### src/rtl/core/css_pkg.sv
// Shared types, constants and the case-fold function for the caseless substring search.
// Used by caseless_substring_search, css_match and css_checker; depends on nothing.
package css_pkg;

	localparam int BYTE_W     = 8;
	localparam int LEN_W      = 4;
	localparam int POS_W      = 32;
	localparam int CFG_DATA_W = 64;
	localparam int CFG_ADDR_W = 1;

	typedef logic [BYTE_W-1:0]     byte_t;
	typedef logic [LEN_W-1:0]      len_t;
	typedef logic [POS_W-1:0]      pos_t;
	typedef logic [CFG_ADDR_W-1:0] cfg_addr_t;
	typedef logic [CFG_DATA_W-1:0] cfg_data_t;

	// Register map of the configuration port
	localparam cfg_addr_t REG_PATTERN_BYTES  = 1'b0;
	localparam cfg_addr_t REG_PATTERN_LENGTH = 1'b1;

	// Saturated byte position
	localparam pos_t POS_SAT = '1;

	// One result item
	typedef struct packed {
		logic found;
		pos_t start;
	} result_t;

	// Fold ASCII lower case letters to upper case, leave every other byte alone
	function automatic byte_t fold_case(input byte_t c);
		byte_t r;
		r = c;
		if (c inside {[8'h61:8'h7a]}) begin
			r = c & 8'hdf;
		end
		return r;
	endfunction

endpackage

### src/rtl/core/css_match.sv
// Parallel comparator bank: tests the updated text window against the folded pattern.
// Depends on css_pkg (types, fold_case).
module css_match #(
	parameter int PATTERN_MAX = 8
) (
	input  logic [PATTERN_MAX-1:0][css_pkg::BYTE_W-1:0] window,
	input  css_pkg::cfg_data_t                          pattern,
	input  css_pkg::len_t                               len,
	output logic                                        hit
);

	css_pkg::byte_t pat_fold [PATTERN_MAX];

	// Fold each pattern character once
	always_comb begin
		for (int i = 0; i < PATTERN_MAX; i++) begin
			pat_fold[i] = css_pkg::fold_case(pattern[css_pkg::BYTE_W*i +: css_pkg::BYTE_W]);
		end
	end

	// One comparator row per candidate length; the active length picks its row.
	// Window entry zero is the newest byte, so the first pattern character
	// lines up with the oldest of the last len bytes.
	always_comb begin
		logic ok;
		hit = 1'b0;
		for (int l = 1; l <= PATTERN_MAX; l++) begin
			ok = 1'b1;
			for (int i = 0; i < l; i++) begin
				if (pat_fold[i] != window[l-1-i]) begin
					ok = 1'b0;
				end
			end
			if (len == css_pkg::LEN_W'(l) && ok) begin
				hit = 1'b1;
			end
		end
	end

endmodule

### src/rtl/core/caseless_substring_search.sv
// Top level of the caseless substring search: input stage, text window, result register.
// Depends on css_pkg and css_match.
//
//   channel  | handshake                 | payload
//   ---------+---------------------------+---------------------------------------
//   config   | cfg_wr_en                 | cfg_addr, cfg_wdata
//   input    | in_valid / in_ready       | text_byte, byte_present, text_end
//   result   | out_valid / out_ready     | found, match_start
//
// An item goes from its transfer into the input register, then through the window
// shift and comparator bank into the result register. A new item is taken every
// cycle while the result side keeps up.
// in_ready drops only while both the input register and an untaken result are held.
// Reset clears the pattern registers, the window, the position and the reported flag.
module caseless_substring_search #(
	parameter int PATTERN_MAX = 8
) (
	input  logic                   clk,
	input  logic                   arst_n,

	input  logic                   cfg_wr_en,
	input  css_pkg::cfg_addr_t     cfg_addr,
	input  css_pkg::cfg_data_t     cfg_wdata,

	input  logic                   in_valid,
	output logic                   in_ready,
	input  logic [7:0]             text_byte,
	input  logic                   byte_present,
	input  logic                   text_end,

	output logic                   out_valid,
	input  logic                   out_ready,
	output logic                   found,
	output logic [31:0]            match_start
);

	css_pkg::cfg_data_t pattern_bytes_q;
	css_pkg::len_t      pattern_length_q;

	logic               valid_s1;
	css_pkg::byte_t     text_byte_s1;
	logic               byte_present_s1;
	logic               text_end_s1;

	logic [PATTERN_MAX-1:0][css_pkg::BYTE_W-1:0] window_q;
	logic [PATTERN_MAX-1:0][css_pkg::BYTE_W-1:0] window_shift;
	css_pkg::pos_t      pos_q;
	logic               reported_q;

	logic               out_valid_q;
	css_pkg::result_t   result_q;

	logic               advance;
	css_pkg::len_t      len_used;
	css_pkg::len_t      len_m1;
	logic               pos_sat;
	logic               pos_ok;
	css_pkg::pos_t      pos_inc;
	logic               hit;
	logic               match;
	logic               empty_pat;
	logic               has_result;
	css_pkg::result_t   result_d;

	// Configuration writes
	always_ff @(posedge clk or negedge arst_n) begin
		if (!arst_n) begin
			pattern_bytes_q  <= '0;
			pattern_length_q <= '0;
		end else if (cfg_wr_en) begin
			case (cfg_addr)
				css_pkg::REG_PATTERN_BYTES:  pattern_bytes_q  <= cfg_wdata;
				css_pkg::REG_PATTERN_LENGTH: pattern_length_q <= cfg_wdata[css_pkg::LEN_W-1:0];
				default: ;
			endcase
		end
	end

	// Stage one moves on when the result register is free or being emptied
	assign advance  = valid_s1 && (!out_valid_q || out_ready);
	assign in_ready = !valid_s1 || advance;

	always_ff @(posedge clk or negedge arst_n) begin
		if (!arst_n) begin
			valid_s1 <= 1'b0;
		end else if (in_ready) begin
			valid_s1 <= in_valid;
		end
	end

	always_ff @(posedge clk) begin
		if (in_valid && in_ready) begin
			text_byte_s1    <= text_byte;
			byte_present_s1 <= byte_present;
			text_end_s1     <= text_end;
		end
	end

	// Clamp the length and check that enough bytes have arrived
	assign len_used  = (pattern_length_q > css_pkg::LEN_W'(PATTERN_MAX))
	                 ? css_pkg::LEN_W'(PATTERN_MAX) : pattern_length_q;
	assign len_m1    = len_used - css_pkg::LEN_W'(1);
	assign empty_pat = (len_used == '0);
	assign pos_sat   = (pos_q == css_pkg::POS_SAT);
	assign pos_ok    = pos_sat || (pos_q >= css_pkg::POS_W'(len_m1));
	assign pos_inc   = pos_sat ? pos_q : pos_q + css_pkg::POS_W'(1);

	// Window after taking the folded byte, newest at entry zero
	always_comb begin
		window_shift[0] = css_pkg::fold_case(text_byte_s1);
		for (int i = 1; i < PATTERN_MAX; i++) begin
			window_shift[i] = window_q[i-1];
		end
	end

	css_match #(
		.PATTERN_MAX(PATTERN_MAX)
	) u_match (
		.window  (window_shift),
		.pattern (pattern_bytes_q),
		.len     (len_used),
		.hit     (hit)
	);

	assign match = !empty_pat && byte_present_s1 && pos_ok && hit;

	// Form the result for this item
	always_comb begin
		has_result     = !reported_q && (empty_pat || match || text_end_s1);
		result_d.found = empty_pat || match;
		if (empty_pat || !match) begin
			result_d.start = '0;
		end else if (pos_sat) begin
			result_d.start = css_pkg::POS_SAT;
		end else begin
			result_d.start = pos_q - css_pkg::POS_W'(len_m1);
		end
	end

	// Text state: advance the window and position, clear at the end of a text
	always_ff @(posedge clk or negedge arst_n) begin
		if (!arst_n) begin
			window_q   <= '0;
			pos_q      <= '0;
			reported_q <= 1'b0;
		end else if (advance) begin
			if (text_end_s1) begin
				window_q   <= '0;
				pos_q      <= '0;
				reported_q <= 1'b0;
			end else if (!reported_q) begin
				if (empty_pat) begin
					reported_q <= 1'b1;
				end else if (byte_present_s1) begin
					window_q <= window_shift;
					pos_q    <= pos_inc;
					if (match) begin
						reported_q <= 1'b1;
					end
				end
			end
		end
	end

	// Result register
	always_ff @(posedge clk or negedge arst_n) begin
		if (!arst_n) begin
			out_valid_q <= 1'b0;
		end else if (advance) begin
			out_valid_q <= has_result;
		end else if (out_ready) begin
			out_valid_q <= 1'b0;
		end
	end

	always_ff @(posedge clk) begin
		if (advance && has_result) begin
			result_q <= result_d;
		end
	end

	assign out_valid   = out_valid_q;
	assign found       = result_q.found;
	assign match_start = result_q.start;

endmodule

### config.mk
export PLATFORM = sky130hd
export DESIGN_NAME = caseless_substring_search
export DESIGN_NICKNAME = d
export VERILOG_FILES = /design/src/rtl/core/css_pkg.sv /design/src/rtl/core/css_match.sv /design/src/rtl/core/caseless_substring_search.sv
export SDC_FILE = /design/constraint.sdc
export NUM_CORES = 1
export LEC_CHECK = 0
export CELL_PAD_IN_SITES_DETAIL_PLACEMENT = 1
export CELL_PAD_IN_SITES_GLOBAL_PLACEMENT = 2
export CORE_ASPECT_RATIO = 1.4
export CORE_MARGIN = 3
export CORE_UTILIZATION = 25
export CTS_BUF_LIST = sky130_fd_sc_hd__clkbuf_8
export CTS_CLUSTER_DIAMETER = 200
export DETAILED_ROUTE_END_ITERATION = 10
export DONT_BUFFER_PORTS = 1
export GPL_ROUTABILITY_DRIVEN = 1
export PLACE_DENSITY_LB_ADDON = 0.3
export SLEW_MARGIN = 20
export SYNTH_ARGS = -nofsm -noshare
export SYNTH_HDL_FRONTEND = slang
export SYNTH_HIERARCHICAL = 1
export SYNTH_SLANG_ARGS = --single-unit
export TNS_END_PERCENT = 10
### constraint.sdc
create_clock -name clk -period 12.5 [get_ports clk]
set_clock_uncertainty 0.05 [all_clocks]
set_input_delay 2.5 -clock clk [delete_from_list [all_inputs] [get_ports clk]]
set_output_delay 2.5 -clock clk [all_outputs]
set_load 0.1 [all_outputs]
==> flow_summary_export.csv, run 1 <==
group,metric,value,unit
critical_path,crit_chain,"nor2b_1 -> nand2_1",
clock_network,cts.hold.buffers_added,0,
floorplanning,dieWidth,200,um
floorplanning,dieArea,0.0554,mm^2
critical_path,cp_data_required_time,9950,ps
timing,slew_headroom,16.7,%
timing,holdWs,480,ps
synthesis,syn-cell-area,0.0132,mm^2
timing,fin_crit,5950,ps
pwr,p_leak,5.37,nW
floorplanning,rows,98,
timing,hold_viol_final,0,
outcome,status,"finished clean",
routing,first_iter_violations,514,
floorplanning,io_pins,115,
synthesis,async_flop_share,78.7,%
pwr,combPwrFrac,22.9,%
critical_path,startpoint,"out_ready",
synthesis,avgSynthCellArea,9.95,um^2
pwr,p_clk_share,28.8,%
clock_network,clock_tree.root_cell,"clkbuf_8",
routing,wl,52900,um
critical_path,arrival,3400,ps
routing,ant_nets,0,
placement,dp_hpwl,38500,um
timing,fin_ws,6550,ps
synthesis,ys_seq_area_share,40.1,%
routing,vias,10300,
clock_network,cts_tree,"yes",
synthesis,syn_nets,1409,
pwr,seq_power_share,48.2,%
synthesis,ys_types,80,
routing,firstDrtPassIters,5,
layout,fin_util,27.6,%
synthesis,synth-seq-cells,202,
global_routing,grt_pass1_vias,11000,
clock_network,post_cts_buffers,0,
placement,post-place-ws,6530,ps
floorplanning,dieHeight,277,um
job,cap_violations,0,
critical_path,cpMaxStageDelayCell,"nand2_1",
timing,drv_slew,0,
routing,viasPerCell,5.36,
clock_network,clk_pin_slew,60,ps
global_routing,grt_overflow,0,
pwr,finalPower,2.24,mW
layout,layout_common_cells,"xnor2_1 (192), dfrtp_1 (159), xor2_1 (100)",
pwr,p_per_area,157,mW/mm^2
timing,rsz0062_at_grt,"false",
pwr,peakVddDrop,0.0906,mV
critical_path,cp_num_cells,2,
clock_network,cts_buffers,37,
critical_path,cp-end-kind,"output port",
layout,drive_gt1_share,12.8,%
clock_network,worstSkewPairLatency,600,ps
layout,fillers,5859,
clock_network,cts.sinks,202,
layout,seq_area,0.00527,mm^2
critical_path,crit_fanout,4,
timing,finalSetupViolations,0,
min_path,hp-class,"flop to flop",
placement,io_buffers,0,
timing,worst_pin_slew,1240,ps
placement,place.gp.congestion,0.916,
critical_path,r2r_slack,7390,ps
floorplanning,start_util,25.5,%
synthesis,synth-edff-count,43,
global_routing,grt_pass1_wl,77500,um
routing,drc_errors,0,
critical_path,worstRegToRegCells,13,
timing,finalCritPeriodShare,47.6,%
critical_path,cp-start-kind,"primary input",
critical_path,crit_family,"simple AND/OR/NAND/NOR gates",
floorplanning,coreArea,0.0515,mm^2
clock_network,cts_resized,0,
global_routing,grtUsageTotal,19.0,%
pwr,netSwitchingFraction,40.9,%
critical_path,endpoint,"in_ready",
synthesis,synthFlopType,"dfrtp_1",
pwr,internal_power,1.32,mW
synthesis,synthCells,1322,
layout,syn_to_final_growth,8.23,%
critical_path,critPathMaxStageDelay,650,ps
timing,fin_setup_tns,0,ps
global_routing,grt_start_max_net_pins,160,
clock_network,clockBufferDepth,3,
timing,fmax,168,MHz
critical_path,worstSetupPathType,"primary input to output port",
synthesis,yosys_warnings,6,
critical_path,crit_buf_inv,0,
clock_network,htree_levels,2,
global_routing,grt_antenna_before_repair,3,
layout,multi_input_area,0.00724,mm^2
layout,nets,1321,
critical_path,r2r_start,"text_byte_s1[0]$_DFFE_PP_",
routing,wl_per_cell,27.6,um
pwr,p_switching,916,uW
critical_path,r2r-end,"match_start[4]$_SDFFCE_PP0P_",
layout,layout_commonest_cell,"xnor2_1",
==> cells by family (layout without fill, tap and decap cells) <==
group	after synthesis	after routing	share of synthesized area, %
AOI/OAI and AO/OA	203	203	11.3
xor gates and xnor gates	292	292	19.4
adders and majority gates	7	7	0.723
buffers and inverters	160	100	5.12
DFF	202	202	40.1
muxes	78	78	6.58
other	0	3	0
and+or+nand+nor	380	380	16.8
==> cell usage after synthesis (all sizes together), types with 3 or more instances <==
library cell	n	share of area [%]
buf	45	1.8
nand2	56	1.6
edfxtp	43	9.8
nor2	46	1.3
o31a	3	0.20
nand4	66	3.3
o21ai	20	0.79
nand3	26	0.99
nand2b	24	1.2
nor3	17	0.65
nor2b	9	0.43
nor4b	3	0.20
dfrtp	159	30
o31ai	17	0.97
xor2	100	6.7
o41ai	3	0.20
xnor2	192	13
mux2	68	5.8
a22o	56	3.7
and4	3	0.20
or3	12	0.61
o211ai	6	0.34
o22ai	9	0.53
mux2i	10	0.76
ha	6	0.57
a311oi	4	0.27
or2	9	0.43
clkbuf	94	2.7
a2111oi	3	0.25
inv	21	0.60
and2	4	0.19
o2111ai	3	0.20
a21oi	52	2.0
nor4	54	2.7
and3	9	0.43
or4	35	2.1
==> metal layers <==
metal	global-route usage (%)	up-vias	part of all wire (%)	wire (um)
li1	-	4593	-	-
met1	20.9	5265	38	20300
met2	33.7	267	52	27400
met3	3.52	137	3.6	1920
met4	10.7	0	6.3	3330
met5	0	-	0	0
==> state kept, by name, summed over array words and instances, names as in the netlist <==
signal / cells
pos_q: 32
window_q: 56
valid_s1: 1
pattern_length_q: 4
text_end_s1: 1
text_byte_s1: 8
byte_present_s1: 1
reported_q: 1
pattern_bytes_q: 64
match_start: 32
out_valid: 1
found: 1
==> power by group through the flow <==
stage,Sequential [mW],Combinational (mW),Clock (mW)
finish,1.08,0.514,0.645
global placement,1.10,0.506,0
detailed placement,1.09,0.512,0
CTS,1.08,0.516,0.687
floorplan,0.928,0.479,0
global route,1.09,0.562,0.713
==> final cells by class <==
type                    count  area share, %
diodes                      3         0.0527
clock buffers              44           4.25
clock inverters            23          0.923
inverters                  21          0.554
multi-input cells         960           50.8
flip-flops and latches    202           37.0
well taps                 650           5.71
repair buffers             12          0.633
==> worst reg2reg max path: cells and delay by family (launching register included) <==
kind / cells / cell delay, ps
AO/OA/AOI/OAI: 7 / 2210
AND/OR/NAND/NOR: 5 / 1380
flip-flops: 1 / 820
buffers and inverters: 1 / 290
==> stage by stage <==
stage,cells,area [um^2]
global placement,1845,13500
finish,1915,14200
floorplan,1322,13200
global route,1913,14200
detailed placement,1845,13500
CTS,1912,14200
==> worst min-delay path by stage <==
stage | start | endpoint | depth (start not counted)
floorplan | pattern_bytes_q[0]$_DFFE_PN0P_ | pattern_bytes_q[0]$_DFFE_PN0P_ | 1
global placement | window_q[52]$_DFFE_PN0P_ | window_q[52]$_DFFE_PN0P_ | 1
detailed placement | window_q[50]$_DFFE_PN0P_ | window_q[50]$_DFFE_PN0P_ | 1
CTS | window_q[52]$_DFFE_PN0P_ | window_q[52]$_DFFE_PN0P_ | 1
global route | window_q[50]$_DFFE_PN0P_ | window_q[50]$_DFFE_PN0P_ | 1
finish | window_q[50]$_DFFE_PN0P_ | window_q[50]$_DFFE_PN0P_ | 1
Note: power is estimated with default switching activity, not from simulation.
==> inputs of run 2 (changes only) <==
==> constraint.sdc (replaced) <==
create_clock -name clk -period 5 [get_ports clk]
set_clock_uncertainty 0.05 [all_clocks]
set_input_delay 1 -clock clk [delete_from_list [all_inputs] [get_ports clk]]
set_output_delay 1 -clock clk [all_outputs]
set_load 0.1 [all_outputs]
==> flow_summary_export.csv, run 2 (same netlist as run 1, synthesis figures left out) <==
group,metric,value,unit
critical_path,crit_fanout,26,
layout,largestRegisters,"pattern_bytes_q (64), window_q (56)",
global_routing,grt_antenna_before_repair,7,
critical_path,critPathMaxStageDelay,630,ps
floorplanning,io_pins,115,
clock_network,cts_tree,"yes",
routing,vias,10500,
critical_path,cp_common_cell,"nand4_1",
floorplanning,dieWidth,200,um
timing,slew_headroom,28.6,%
clock_network,post_cts_buffers,0,
routing,drc_errors,0,
global_routing,grt_start_max_net_pins,160,
routing,ant_nets,0,
floorplanning,coreArea,0.0515,mm^2
critical_path,cp-end-kind,"flop",
pwr,p_per_area,405,mW/mm^2
job,cap_violations,0,
floorplanning,dieArea,0.0554,mm^2
global_routing,grt_pass1_wl,81500,um
clock_network,worstSkewPairLatency,600,ps
placement,io_buffers,0,
timing,worst_pin_slew,1070,ps
clock_network,clock_tree.root_cell,"clkbuf_8",
routing,viasPerCell,5.35,
min_path,hp-class,"primary input to asynchronous set/reset pin",
placement,dp_hpwl,42200,um
routing,first_iter_violations,702,
routing,topRoutingLayerUsed,"met4",
timing,fin_setup_tns,0,ps
timing,finalCritPeriodShare,87.9,%
routing,wl_met2,29400,um
routing,wl_per_cell,29.1,um
floorplanning,dieHeight,277,um
global_routing,grt_overflow,0,
routing,wl_met3,2430,um
timing,fin_crit,4390,ps
pwr,p_leak,5.58,nW
clock_network,cts.hold.buffers_added,0,
global_routing,grt_pass1_vias,11000,
layout,fin_util,28.4,%
critical_path,cp_num_cells,14,
critical_path,crit_buf_inv,2,
critical_path,worstSetupPathType,"flop to flop",
outcome,status,"finished clean",
critical_path,crit_family,"compound AO/OA/AOI/OAI gates",
timing,fmax,228,MHz
layout,syn_to_final_growth,11.1,%
clock_network,htree_levels,2,
layout,nets,1360,
routing,wl,56800,um
clock_network,clk_pin_slew,60,ps
timing,rsz0062_at_grt,"false",
layout,regMostFlops,"pattern_bytes_q",
timing,drv_slew,0,
floorplanning,start_util,25.5,%
critical_path,arrival,4620,ps
routing,wl_met1,21200,um
critical_path,cpMaxStageDelayCell,"edfxtp_1",
critical_path,cp_data_required_time,5230,ps
clock_network,cts.sinks,202,
pwr,peakVddDrop,0.146,mV
clock_network,cts_buffers,39,
placement,place.gp.congestion,1.01,
layout,layout_commonest_cell,"xnor2_1",
timing,hold_viol_final,0,
global_routing,grtUsageTotal,20.3,%
layout,drive_gt1_share,15.5,%
critical_path,worstRegToRegCells,14,
clock_network,clockBufferDepth,3,
layout,layout_common_cells,"xnor2_1 (192), dfrtp_1 (159), xor2_1 (100)",
layout,largest_register_ffs,64,
timing,finalSetupViolations,0,
critical_path,cp-start-kind,"flop",
critical_path,crit_chain,"or4_1 -> o22ai_1 -> o31a_1 -> buf_4 -> nor2b_1 -> a2111oi_0 -> nand4_1 -> nor3_1 -> a41oi_1 -> nand4_1 -> and3_1 -> o21a_1 -> o31a_2 -> buf_12",
routing,firstDrtPassIters,7,
clock_network,cts_resized,0,
floorplanning,rows,98,
[run 2: cell count changes in the layout (fill, tap and decap cells not counted), sizes merged]
cell	change
buf	+37
clkbuf	+3
clkinvlp	+3
inv	-3
bufinv	+2
clkinv	-2
[run 2: per-layer routing]
layer / up-vias / GRT usage [%]
met5: - / 0
met4: 0 / 11.2
met3: 135 / 3.63
met2: 304 / 36.3
met1: 5342 / 22.5
li1: 4676 / -
[run 2: per-stage QoR]
step / cells / total power [mW] / hold WS [ps] / setup WS [ps] / area (um^2)
floorplan: 1322 / 3.52 / 425 / 798 / 13200
global placement: 1882 / 4.15 / 463 / 642 / 13800
detailed placement: 1882 / 4.15 / 468 / 605 / 13800
CTS: 1952 / 6.01 / 20.6 / 609 / 14600
global route: 1953 / 6.20 / 21.5 / 220 / 14600
finish: 1955 / 5.91 / 68.8 / 606 / 14600
[run 2: cell type report]
| cell class | count | area (um^2) |
|---|---|---|
| antenna | 3 | 7.51 |
| tap | 650 | 813 |
| timing repair buffer | 49 | 380 |
| sequential | 202 | 5270 |
| multi-input combinational | 960 | 7230 |
| clock buffer | 47 | 647 |
| inverter | 21 | 78.8 |
| fill | 5807 | 36900 |
| clock inverter | 23 | 181 |
[run 2: path summary, 6_finish.rpt]
| check | from | to | slack (ps) |
|---|---|---|---|
| worst max-delay path | text_byte_s1[3]$_DFFE_PP_ | match_start[11]$_SDFFCE_PP0P_ | 610 |
| worst min-delay path | arst_n | out_valid$_DFFE_PN0P_ | 70 |
| worst max register to register | text_byte_s1[3]$_DFFE_PP_ | match_start[11]$_SDFFCE_PP0P_ | 610 |
| worst min register to register | window_q[52]$_DFFE_PN0P_ | window_q[52]$_DFFE_PN0P_ | 480 |
| max in group asynchronous | arst_n | pattern_bytes_q[58]$_DFFE_PN0P_ | 4610 |
| min in group clk | text_byte[2] | text_byte_s1[2]$_DFFE_PP_ | 450 |
[run 2: power by group]
part	total, mW	switching, mW	internal (mW)	leakage, nW
sequential	2.60	0.732	1.87	2.47
clock	1.79	0.782	1.01	0.456
combinational	1.52	0.868	0.653	2.65
